File: config.mk
export PLATFORM = sky130hd
export DESIGN_NAME = straight_line_waypoint_interpolator_top
export DESIGN_NICKNAME = d
export VERILOG_FILES = /design/src/sv/slwi_pkg.sv /design/src/sv/straight_line_waypoint_interpolator_top.sv
export VERILOG_INCLUDE_DIRS = /design/src /design/src/sv
export SDC_FILE = /design/constraint.sdc
export NUM_CORES = 2
export LEC_CHECK = 0
export BUFFER_PORTS_ARGS = -buffer_cell sky130_fd_sc_hd__buf_2
export CORE_ASPECT_RATIO = 1.75
export CORE_MARGIN = 5
export CORE_UTILIZATION = 60
export DETAILED_ROUTE_END_ITERATION = 8
export PLACE_DENSITY = 0.84
export SLEW_MARGIN = 20
export SYNTH_ARGS = -nofsm -noshare
export SYNTH_HDL_FRONTEND = slang
export SYNTH_SLANG_ARGS = --single-unit
File: constraint.sdc
create_clock -name clk -period 10.3 [get_ports clk]
set_input_delay 0.515 -clock clk [delete_from_list [all_inputs] [get_ports clk]]
set_output_delay 0.515 -clock clk [all_outputs]
set_load 0.02 [all_outputs]
File: src/sv/straight_line_waypoint_interpolator_top_defines.svh
// Assertion macros shared by the waypoint interpolator RTL.
// Each macro expects signals named clk and rst in the enclosing module.
`ifndef STRAIGHT_LINE_WAYPOINT_INTERPOLATOR_TOP_DEFINES_SVH
`define STRAIGHT_LINE_WAYPOINT_INTERPOLATOR_TOP_DEFINES_SVH

// Same-cycle implication, checked on every rising edge outside reset.
`define SLWI_ASSERT_NOW(lbl, ante, cons, msg) \
  lbl: assert property (@(posedge clk) disable iff (rst) (ante) |-> (cons)) \
    else $error(msg);

// Next-cycle implication, checked on every rising edge outside reset.
`define SLWI_ASSERT_NEXT(lbl, ante, cons, msg) \
  lbl: assert property (@(posedge clk) disable iff (rst) (ante) |=> (cons)) \
    else $error(msg);

`endif

File: src/sv/slwi_pkg.sv
package slwi_pkg;

  // Coordinate width of every point field.
  localparam int CW = 24;
  // Magnitude width: one bit more than a coordinate, so that the root and
  // the differences share one iteration count.
  localparam int MW = CW + 1;
  // Width of a sum of two squares of magnitudes.
  localparam int SW = 2 * MW;
  // Width of the step resolution register.
  localparam int RES_W = 16;
  // Iteration counter width for the serial units.
  localparam int CNT_W = $clog2(MW);
  // Reset value of the step resolution register (26 coordinate units).
  localparam logic [RES_W-1:0] RES_RESET = RES_W'(26);

  typedef struct packed {
    logic signed [CW-1:0] start_x;
    logic signed [CW-1:0] start_y;
    logic signed [CW-1:0] goal_x;
    logic signed [CW-1:0] goal_y;
  } req_t;

  typedef struct packed {
    logic signed [CW-1:0] point_x;
    logic signed [CW-1:0] point_y;
    logic                 last_point;
  } wpt_t;

  typedef enum logic [3:0] {
    S_IDLE,
    S_SQUARE,
    S_SUM,
    S_ROOT,
    S_DIVN,
    S_CLAMP,
    S_DIVD,
    S_EMIT,
    S_GOAL
  } state_t;

endpackage

File: src/sv/straight_line_waypoint_interpolator_top.sv
// A request whose start equals its goal goes straight to the goal state for its single beat.
// Otherwise the first waypoint waits for four serial units that run one after another.
// Those are shift-add squaring, a two-bit-a-cycle root, and two one-bit-a-cycle dividers.
// Then one waypoint beat per cycle follows while the sink takes them, n beats plus the goal.
// A new request is taken only after the goal beat of the last one has been registered.
// Reset (synchronous, active high) idles the block, empties the output and sets resolution to 26.
`include "straight_line_waypoint_interpolator_top_defines.svh"

// Straight-line waypoint interpolator.
//
// A request carries a start and a goal point. The block finds the distance
// between them with a bit-serial square and root, divides it by the step
// resolution to get the step count n (at least one, at most MAX_STEPS), and
// then walks from the start toward the goal. Each axis offset d*i/n is kept
// as a running quotient and remainder: per step the quotient grows by d/n and
// the remainder by d mod n, with a carry when the remainder reaches n. That
// keeps the emit loop to one narrow add and compare per axis per beat.
//
// All of the heavy arithmetic runs in shift registers, one or two bits per
// cycle, so the logic between registers stays about one word wide.
//
// The output beat sits in a register, so the block goes back to idle and
// takes the next request while the goal beat of the last one still waits.
module straight_line_waypoint_interpolator_top import slwi_pkg::*; #(
  parameter int MAX_STEPS = 63
) (
  input  logic             clk,
  input  logic             rst,
  // Step resolution register write.
  input  logic             cfg_wen,
  input  logic [RES_W-1:0] cfg_wdata,
  // Request channel.
  input  logic             req_valid,
  output logic             req_ready,
  input  req_t             req_data,
  // Waypoint channel.
  output logic             wpt_valid,
  input  logic             wpt_ready,
  output wpt_t             wpt_data
);

  // Width of the step count and of the remainders modulo it.
  localparam int NW = $clog2(MAX_STEPS + 1);

  state_t state, state_next;

  // Configuration.
  logic [RES_W-1:0] step_resolution;

  // Captured request.
  logic signed [CW-1:0] sx, sy, gx, gy;
  logic                 negx, negy;
  logic [MW-1:0]        ax, ay;

  // Shared iteration counter for the serial units.
  logic [CNT_W-1:0] cnt;

  // Squaring: multiplier bits shift out at the bottom, the multiplicand
  // shifts up, and the partial products collect in the accumulators. In the
  // axis division the multiplier registers hold dividend and quotient.
  logic [MW-1:0] mplx, mply;
  logic [SW-1:0] mcx, mcy;
  logic [SW-1:0] sqx, sqy;

  // Root: the radicand shifts out two bits a cycle. The root register then
  // serves as dividend and quotient for the step count division.
  logic [SW-1:0] rad;
  logic [MW:0]   rem;
  logic [MW-1:0] root;
  logic [RES_W-1:0] nrem;

  // Step count and per-step quotient and remainder of each axis.
  logic [NW-1:0] nstep;
  logic [NW-1:0] remx, remy;
  logic [MW-1:0] qstepx, qstepy;
  logic [NW-1:0] rstepx, rstepy;

  // Running offsets along each axis and the waypoint index.
  logic [MW-1:0] accx, accy;
  logic [NW-1:0] accrx, accry;
  logic [NW-1:0] idx;

  // Handshake and control.
  logic slot_free;
  logic req_fire;
  logic emit_fire;
  logic goal_fire;
  logic last_iter;
  logic last_emit;
  logic same_point;

  // Combinational step values.
  logic signed [MW-1:0] dx_new, dy_new;
  logic [MW+2:0]  remsh, trial, rem_sub;
  logic           root_ge;
  logic [RES_W:0] dt, dsub;
  logic           dge;
  logic [NW:0]    xt, yt, xsub, ysub;
  logic           xge, yge;
  logic [NW:0]    sumrx, sumry, wsubx, wsuby;
  logic           wrapx, wrapy;
  logic [MW:0]    offx, offy, pxw, pyw;
  logic [NW-1:0]  nclamp;

  // -----------------------------------------------------------------------
  // Step logic of the serial units.
  // -----------------------------------------------------------------------
  always_comb begin
    // Differences of the incoming request, which always fit MW bits.
    dx_new = MW'(req_data.goal_x) - MW'(req_data.start_x);
    dy_new = MW'(req_data.goal_y) - MW'(req_data.start_y);
    same_point = (req_data.start_x == req_data.goal_x) &&
                 (req_data.start_y == req_data.goal_y);

    // Restoring square root, two radicand bits per step.
    remsh   = {rem, rad[SW-1 -: 2]};
    trial   = {1'b0, root, 2'b01};
    root_ge = (remsh >= trial);
    rem_sub = remsh - trial;

    // Distance divided by the resolution, one quotient bit per step. A zero
    // resolution yields an all-ones quotient, which saturates below.
    dt   = {nrem, root[MW-1]};
    dge  = (dt >= {1'b0, step_resolution});
    dsub = dt - {1'b0, step_resolution};

    // Axis magnitudes divided by the step count.
    xt   = {remx, mplx[MW-1]};
    yt   = {remy, mply[MW-1]};
    xge  = (xt >= {1'b0, nstep});
    yge  = (yt >= {1'b0, nstep});
    xsub = xt - {1'b0, nstep};
    ysub = yt - {1'b0, nstep};

    // Step count clamped to one through MAX_STEPS.
    if (root == '0) begin
      nclamp = NW'(1);
    end else if (root > MW'(MAX_STEPS)) begin
      nclamp = NW'(MAX_STEPS);
    end else begin
      nclamp = root[NW-1:0];
    end

    // Remainder carry of the running offsets.
    sumrx = {1'b0, accrx} + {1'b0, rstepx};
    sumry = {1'b0, accry} + {1'b0, rstepy};
    wrapx = (sumrx >= {1'b0, nstep});
    wrapy = (sumry >= {1'b0, nstep});
    wsubx = sumrx - {1'b0, nstep};
    wsuby = sumry - {1'b0, nstep};

    // Waypoint: start plus the signed offset.
    offx = negx ? (~{1'b0, accx} + (MW+1)'(1)) : {1'b0, accx};
    offy = negy ? (~{1'b0, accy} + (MW+1)'(1)) : {1'b0, accy};
    pxw  = {{(MW+1-CW){sx[CW-1]}}, sx} + offx;
    pyw  = {{(MW+1-CW){sy[CW-1]}}, sy} + offy;
  end

  // -----------------------------------------------------------------------
  // Control outputs.
  // -----------------------------------------------------------------------
  always_comb begin
    slot_free = !wpt_valid || wpt_ready;
    req_ready = (state == S_IDLE);
    req_fire  = req_valid && req_ready;
    emit_fire = (state == S_EMIT) && slot_free;
    goal_fire = (state == S_GOAL) && slot_free;
    last_iter = (cnt == CNT_W'(MW - 1));
    last_emit = (idx == nstep - NW'(1));
  end

  // -----------------------------------------------------------------------
  // Next state.
  // -----------------------------------------------------------------------
  always_comb begin
    state_next = state;
    case (state)
      S_IDLE: begin
        if (req_fire) begin
          state_next = same_point ? S_GOAL : S_SQUARE;
        end
      end
      S_SQUARE: begin
        if (last_iter) begin
          state_next = S_SUM;
        end
      end
      S_SUM: begin
        state_next = S_ROOT;
      end
      S_ROOT: begin
        if (last_iter) begin
          state_next = S_DIVN;
        end
      end
      S_DIVN: begin
        if (last_iter) begin
          state_next = S_CLAMP;
        end
      end
      S_CLAMP: begin
        state_next = S_DIVD;
      end
      S_DIVD: begin
        if (last_iter) begin
          state_next = S_EMIT;
        end
      end
      S_EMIT: begin
        if (emit_fire && last_emit) begin
          state_next = S_GOAL;
        end
      end
      S_GOAL: begin
        if (goal_fire) begin
          state_next = S_IDLE;
        end
      end
      default: begin
        state_next = S_IDLE;
      end
    endcase
  end

  // -----------------------------------------------------------------------
  // Control registers.
  // -----------------------------------------------------------------------
  always_ff @(posedge clk) begin
    if (rst) begin
      state           <= S_IDLE;
      wpt_valid       <= 1'b0;
      step_resolution <= RES_RESET;
    end else begin
      state <= state_next;
      if (cfg_wen) begin
        step_resolution <= cfg_wdata;
      end
      if (emit_fire || goal_fire) begin
        wpt_valid <= 1'b1;
      end else if (wpt_ready) begin
        wpt_valid <= 1'b0;
      end
    end
  end

  // -----------------------------------------------------------------------
  // Datapath registers.
  // -----------------------------------------------------------------------
  always_ff @(posedge clk) begin
    case (state)
      S_IDLE: begin
        cnt <= '0;
        if (req_fire) begin
          sx   <= req_data.start_x;
          sy   <= req_data.start_y;
          gx   <= req_data.goal_x;
          gy   <= req_data.goal_y;
          negx <= dx_new[MW-1];
          negy <= dy_new[MW-1];
          ax   <= dx_new[MW-1] ? (~dx_new + MW'(1)) : dx_new;
          ay   <= dy_new[MW-1] ? (~dy_new + MW'(1)) : dy_new;
          mplx <= dx_new[MW-1] ? (~dx_new + MW'(1)) : dx_new;
          mply <= dy_new[MW-1] ? (~dy_new + MW'(1)) : dy_new;
          mcx  <= {{(SW-MW){1'b0}}, dx_new[MW-1] ? (~dx_new + MW'(1)) : dx_new};
          mcy  <= {{(SW-MW){1'b0}}, dy_new[MW-1] ? (~dy_new + MW'(1)) : dy_new};
          sqx  <= '0;
          sqy  <= '0;
        end
      end
      S_SQUARE: begin
        cnt  <= last_iter ? '0 : cnt + CNT_W'(1);
        sqx  <= sqx + (mplx[0] ? mcx : '0);
        sqy  <= sqy + (mply[0] ? mcy : '0);
        mcx  <= {mcx[SW-2:0], 1'b0};
        mcy  <= {mcy[SW-2:0], 1'b0};
        mplx <= {1'b0, mplx[MW-1:1]};
        mply <= {1'b0, mply[MW-1:1]};
      end
      S_SUM: begin
        rad  <= sqx + sqy;
        rem  <= '0;
        root <= '0;
      end
      S_ROOT: begin
        cnt  <= last_iter ? '0 : cnt + CNT_W'(1);
        rad  <= {rad[SW-3:0], 2'b00};
        rem  <= root_ge ? rem_sub[MW:0] : remsh[MW:0];
        root <= {root[MW-2:0], root_ge};
        nrem <= '0;
      end
      S_DIVN: begin
        cnt  <= last_iter ? '0 : cnt + CNT_W'(1);
        nrem <= dge ? dsub[RES_W-1:0] : dt[RES_W-1:0];
        root <= {root[MW-2:0], dge};
      end
      S_CLAMP: begin
        nstep <= nclamp;
        mplx  <= ax;
        mply  <= ay;
        remx  <= '0;
        remy  <= '0;
        accx  <= '0;
        accy  <= '0;
        accrx <= '0;
        accry <= '0;
        idx   <= '0;
      end
      S_DIVD: begin
        cnt  <= last_iter ? '0 : cnt + CNT_W'(1);
        remx <= xge ? xsub[NW-1:0] : xt[NW-1:0];
        remy <= yge ? ysub[NW-1:0] : yt[NW-1:0];
        mplx <= {mplx[MW-2:0], xge};
        mply <= {mply[MW-2:0], yge};
        if (last_iter) begin
          // The final quotient bit and remainder land here.
          qstepx <= {mplx[MW-2:0], xge};
          qstepy <= {mply[MW-2:0], yge};
          rstepx <= xge ? xsub[NW-1:0] : xt[NW-1:0];
          rstepy <= yge ? ysub[NW-1:0] : yt[NW-1:0];
        end
      end
      S_EMIT: begin
        if (emit_fire) begin
          wpt_data.point_x    <= pxw[CW-1:0];
          wpt_data.point_y    <= pyw[CW-1:0];
          wpt_data.last_point <= 1'b0;
          accrx <= wrapx ? wsubx[NW-1:0] : sumrx[NW-1:0];
          accry <= wrapy ? wsuby[NW-1:0] : sumry[NW-1:0];
          accx  <= accx + qstepx + MW'(wrapx);
          accy  <= accy + qstepy + MW'(wrapy);
          idx   <= idx + NW'(1);
        end
      end
      S_GOAL: begin
        if (goal_fire) begin
          wpt_data.point_x    <= gx;
          wpt_data.point_y    <= gy;
          wpt_data.last_point <= 1'b1;
        end
      end
      default: begin
        cnt <= '0;
      end
    endcase
  end

  // -----------------------------------------------------------------------
  // Checks.
  // -----------------------------------------------------------------------
  `SLWI_ASSERT_NOW(a_nstep_range, state == S_EMIT, (nstep != '0) && (nstep <= NW'(MAX_STEPS)), "step count out of range")
  `SLWI_ASSERT_NOW(a_rem_below_n, state == S_EMIT, (accrx < nstep) && (accry < nstep), "offset remainder reached the step count")
  `SLWI_ASSERT_NEXT(a_goal_beat, goal_fire, wpt_valid && wpt_data.last_point && (wpt_data.point_x == $past(gx)) && (wpt_data.point_y == $past(gy)), "goal beat wrong")
  `SLWI_ASSERT_NEXT(a_emit_not_last, emit_fire, wpt_valid && !wpt_data.last_point, "interior waypoint marked last")

endmodule
# Word-level counts from Yosys, hierarchy flattened
# Index checks and enable logic that the tools add are counted.
# Widths: inputs -> output; s select.
[word_totals]
rom_bits = 0
word_cells = 180
ramBits = 0
mem_count = 0
input_bits = 117
reg_bits = 738
out_inout_bits = 51
latch_bits = 0
[classes]
muxes = 56
n_div = 0
magnitude_cmp = 7
mul = 0
shifts = 0
n_reduce_logical = 29
bitwise_logic = 4
eq_ne = 20
n_addsub = 26
[ops]
columns = ["op", "n"]
rows = [
  ["$pmux 50 s2", 5],
  ["$mux 50", 5],
  ["$pmux 25 s4", 2],
  ["$add 50x50->50", 3],
  ["$mux 25", 6],
  ["$pmux 25 s2", 2],
  ["$mux 49", 2],
  ["$pmux 49 s2", 1],
  ["$pmux 25 s3", 1],
  ["$pmux 6 s2", 5],
  ["$pmux 26 s2", 1],
  ["$add 25x1->25", 2],
  ["$add 25x2->25 const B", 2],
  ["$add 25x25->25", 2],
  ["$not 25->25", 2],
  ["$sub 24x24->25", 2],
  ["$add 24x1->24 const B", 2],
  ["$add 24x24->24", 2],
  ["$eq 24x24->1", 2],
  ["$mux 24", 2],
  ["$mux 6", 8],
  ["$not 24->24", 2],
  ["$pmux 4 s9", 1],
  ["$mux 4", 8],
  ["other kinds (38)", 72],
]

# Logic depth before layout (Yosys ltp)
[depth]
depth_word = 6
ltp_mapped = 25
depth_no_buf = 25

# Worst setup path before layout
# Ideal clock, no wire load.
[synth_path]
path_type = "register -> register"
from = "register state[2]"
to = "register mcx[0], enable pin"
path_slack_ns = 4.031
path_stages_with_launch = 7
n_path_buf = 3
t_arrival_ns = 4.678
cell_sequence = "dfxtp_1 -> clkbuf_1 -> nor2_1 -> nand2_1 -> clkbuf_1 -> clkbuf_1 -> nand2_1"
[synth_via]
elab_chain_cells = 4
[synth_lines]
columns = ["element", "line_no", "rtl"]
rows = [
  ["start: declaration", "straight_line_waypoint_interpolator_top.sv:45", "state_t state, state_next;"],
  ["start signal: assignment", "straight_line_waypoint_interpolator_top.sv:234", "state <= state_next;"],
  ["$logic_not 4->1", "straight_line_waypoint_interpolator_top.sv:164, straight_line_waypoint_interpolator_top.sv:250", ""],
  ["$logic_and 1x1->1", "straight_line_waypoint_interpolator_top.sv:165", "req_fire = req_valid && req_ready;"],
  ["$ne 2x1->1 (no line)", "--", ""],
  ["$reduce_and 2->1 (no line) *", "--", ""],
  ["end signal: assignment", "straight_line_waypoint_interpolator_top.sv:264", "mcx <= {{(SW-MW){1'b0}}, dx_new[MW-1] ? (~dx_new + MW'(1)) : dx_new};"],
  ["end signal: assignment", "straight_line_waypoint_interpolator_top.sv:274", "mcx <= {mcx[SW-2:0], 1'b0};"],
  ["end: declaration", "straight_line_waypoint_interpolator_top.sv:62", "logic [SW-1:0] mcx, mcy;"],
]
# Mark *: on every way between the ends. The rest lies on a longest branch, timed or not.
# A chain may end at the register's enable or synchronous reset.

# Final worst setup path
[layout_path]
from = "register rstepy[0]"
to = "register accy[22] (data pin)"
[layout_via]
elab_chain_cells = 5
[layout_lines]
columns = ["element", "line_no", "rtl"]
rows = [
  ["start: declaration", "straight_line_waypoint_interpolator_top.sv:76", "logic [NW-1:0] rstepx, rstepy;"],
  ["start signal: assignment", "straight_line_waypoint_interpolator_top.sv:319", "rstepy <= yge ? ysub[NW-1:0] : yt[NW-1:0];"],
  ["$add 6x6->7", "straight_line_waypoint_interpolator_top.sv:146", "sumry = {1'b0, accry} + {1'b0, rstepy};"],
  ["$ge 7x6->1", "straight_line_waypoint_interpolator_top.sv:148", "wrapy = (sumry >= {1'b0, nstep});"],
  ["$add 25x1->25", "straight_line_waypoint_interpolator_top.sv:330", "accy <= accy + qstepy + MW'(wrapy);"],
  ["$mux 25", "straight_line_waypoint_interpolator_top.sv:323", "if (emit_fire) begin"],
  ["$pmux 25 s2", "straight_line_waypoint_interpolator_top.sv:250", "case (state)"],
  ["end signal: assignment", "straight_line_waypoint_interpolator_top.sv:330", ""],
  ["end: declaration", "straight_line_waypoint_interpolator_top.sv:79", "logic [MW-1:0] accx, accy;"],
]
# No other way between the ends. The select of a mux whose other input is x is not followed.

==> metrics.md <==
| Metric | Value |
|---|---|
| Status | `complete, no violations` |
| Syn Area/Cell | `10.0 um2` |
| Setup repair after global routing missed its margin | `no` |
| # nets final | `5391` |
| Initial DRC Count | `2994` |
| VDD IR max | `0.225 mV` |
| Top cell by count, worst path | `a21o_1` |
| First-pass GRT wire length | `193 mm` |
| Initial antenna violation count | `0` |
| Cell Rows | `137` |
| Main synth FF type | `edfxtp_1` |
| I/O Buffers | `167` |
| Ys Warns | `0` |
| CTS tree | `built` |
| Crit path max-delay family | `compound AO/OA/AOI/OAI gates` |
| Routed WL | `124 mm` |
| Lkg Pwr | `21.6 nW` |
| Largest buffer count on any clock path | `3` |
| EDFF count, synth | `713` |
| # DRC | `0` |
| Final setup violation count | `0` |
| Register bit total from synthesis | `734` |
| Post-synth ARST share | `0` |
| Reg2reg end | `accy[22]` |
| WP data arrival | `6.79 ns` |
| Number of placed cells counting well taps | `5854` |
| Setup Skew | `0.0282 ns` |
| Dpl hpwl | `90.2 mm` |
| Drt wl/cell | `20.7 um` |
| Gr usage total | `0.278` |
| Die area | `85900 um2` |
| GPL Wtd Cong | `0.951` |
| Layout Area Growth over Synthesis | `8.88%` |
| Least-Margin Pin Slew | `1.06 ns` |
| Critical path launch point type | `flop` |
| Reg2reg setup slack | `3.87 ns` |
| Min-delay worst type | `in2reg` |
| Largest net degree at the start of global routing | `89` |
| Vias/cell | `6.31` |
| Worst r2r path cells | `26` |
| Gr ovfl total | `0` |
| Non-Filler Instances | `5981` |
| PostCTS Resize Cnt | `0` |
| Later-pin clock latency in the skew report | `0.66 ns` |
| Ports | `168` |
| R2R Path Start | `rstepy[0]` |
| Clock Sinks | `734` |
| F_max | `0.156 GHz` |
| Sequential share of the synthesized area | `0.455` |
| Crit share post-route | `0.624` |
| Setup bufs post-CTS | `0` |
| Die width | `224 um` |
| Post-Syn Area | `47900 um2` |
| Chip height | `384 um` |
| Period minus WS final | `6.43 ns` |
| Number of global-route vias before repair | `37704` |
| Max_slew headroom | `0.296` |
| CP Buf/Inv Count | `4` |
| Post-route ant nets | `0` |
| CP Class | `reg2reg` |
| Vias | `37761` |
| CP max-delay cell | `a2111oi_0` |
| Final hold violation count | `0` |
| Critical path peak fanout | `10` |
| Hold-fix buffers, CTS | `0` |
| CP Data Required Time | `10.66 ns` |
| Mapped Cells | `4780` |
| CP Launch Point | `rstepy[0]` |
| Drt pass-1 iters | `6` |
| Stages on worst setup path | `26` |
| Crit path capture type | `flop` |
| Power Total | `16.1 mW` |
| Fin area | `52200 um2` |
| CP endpoint | `accy[22]` |
| Library cells used by synthesis | `97` |
| H-tree lvl count | `3` |
| Largest stage delay, worst path | `0.57 ns` |
| Area after DPL | `49800 um2` |
| Max Slew Vio Count | `0` |
| Initial Utilization | `0.603` |
| Core area | `79500 um2` |
| Post-Syn Nets | `5287` |
| CTS Buf Count | `69` |
| Cell Pwr Density | `309 nW/um2` |
| Max Cap Viol | `0` |
| # diodes | `0` |
| Worst-path clk slew | `0.07 ns` |
| Clock root cell | `clkbuf_16` |
| Layout cell share with drive strength beyond 1 | `0.0804` |
| Setup TNS | `0 ns` |
how the worst min path moves through the flow:
stage	start	to	slack [ns]	cells after the start
floorplan	mplx[1]	qstepx[2]	0.44	0
global placement	mply[6]	qstepy[7]	0.47	0
detailed placement	mply[17]	qstepy[18]	0.47	0
CTS	req_data[61]	sy[13]	0.009	1
global route	req_data[0]	gy[0]	0.04	1
finish	req_data[61]	sy[13]	0.06	1
layout by cell type, fill, tap and decap left out, types with 15 or more instances in the layout:
cell type,count
nor3b_1,15
xor2_1,146
a21o_1,180
a21oi_1,420
a22oi_1,18
inv_1,269
nor3_1,76
a31oi_1,55
or3_1,24
buf_2,167
o211ai_1,19
o21ai_0,214
and3_1,98
nand4_1,42
o31ai_1,23
a211o_1,16
a211oi_1,56
edfxtp_1,713
nand2b_1,49
nor4_1,26
a31o_2,16
and2_1,138
or4_1,16
buf_4,31
o21a_1,53
fa_1,18
nand3_1,68
nor2b_1,47
nor2_1,540
o21bai_1,50
xnor2_1,239
clkbuf_16,73
a22o_1,28
ha_1,372
dfxtp_1,21
nand2_1,288
mux2i_1,43
stage by stage:
| step | utilization | setup slack, ns | hold WS [ns] |
|---|---|---|---|
| after floorplan | - | 4.03 | 0.445 |
| after global placement | 0.626 | 4.01 | 0.469 |
| after detailed placement | 0.626 | 3.99 | 0.470 |
| after CTS | 0.656 | 3.89 | 0.00903 |
| after global routing | 0.656 | 3.39 | 0.0384 |
| final | 0.656 | 3.87 | 0.0569 |
power breakdown:
| part | leakage [nW] | internal, mW | switching, mW | total [mW] |
|---|---|---|---|---|
| logic | 13.4 | 3.01 | 4.82 | 7.83 |
| clock network | 1.14 | 1.55 | 1.19 | 2.74 |
| registers | 7.00 | 4.88 | 0.677 | 5.56 |
cells in the mapped netlist, types with 69 or more instances:
master	count	share of area
and3_1	99	0.013
nor2_1	545	0.043
and2_1	139	0.018
ha_1	372	0.097
nand2_1	291	0.023
a21o_1	180	0.028
xnor2_1	239	0.044
edfxtp_1	713	0.45
a21oi_1	422	0.044
inv_1	270	0.021
nor3_1	77	0.0080
xor2_1	146	0.027
o21ai_0	215	0.022
nand3_1	69	0.0072
clkbuf_1	153	0.012
metal layers:
metal,track usage,routed length (um),up-vias
met5,0,0,-
met3,0.0399,6700,488
li1,-,-,17724
met2,0.507,63400,1514
met4,0.197,10300,0
met1,0.290,43400,18035
layout make-up:
cell class | instances | area (um2)
fill | 5985 | 27400
multi-input combinational | 3609 | 24600
sequential | 734 | 21800
clock buffer | 87 | 1900
tap | 1042 | 1300
timing repair buffer | 199 | 1090
inverter | 271 | 1020
clock inverter | 39 | 470
flip-flops by register name (all words and copies together) (netlist names), 24 cells and up:
signal,cells
accy,24
sx,24
sqy,50
mcy,50
ay,25
qstepx,24
gy,24
accx,24
wpt_data,49
sy,24
rem,26
ax,25
qstepy,24
gx,24
mply,25
mcx,50
mplx,25
rad,50
root,25
sqx,50
kinds of logic (layout without fill, tap and decap cells):
family	after synthesis	count (layout)	synth area share
simple gates	1493	1493	0.151
compound gates	1290	1290	0.173
flops	734	734	0.455
buf+inv	437	596	0.0344
fa+ha+maj	390	390	0.105
xor+xnor	386	386	0.0707
mux	50	50	0.0106
No activity file was read; power rests on OpenSTA's default activity.
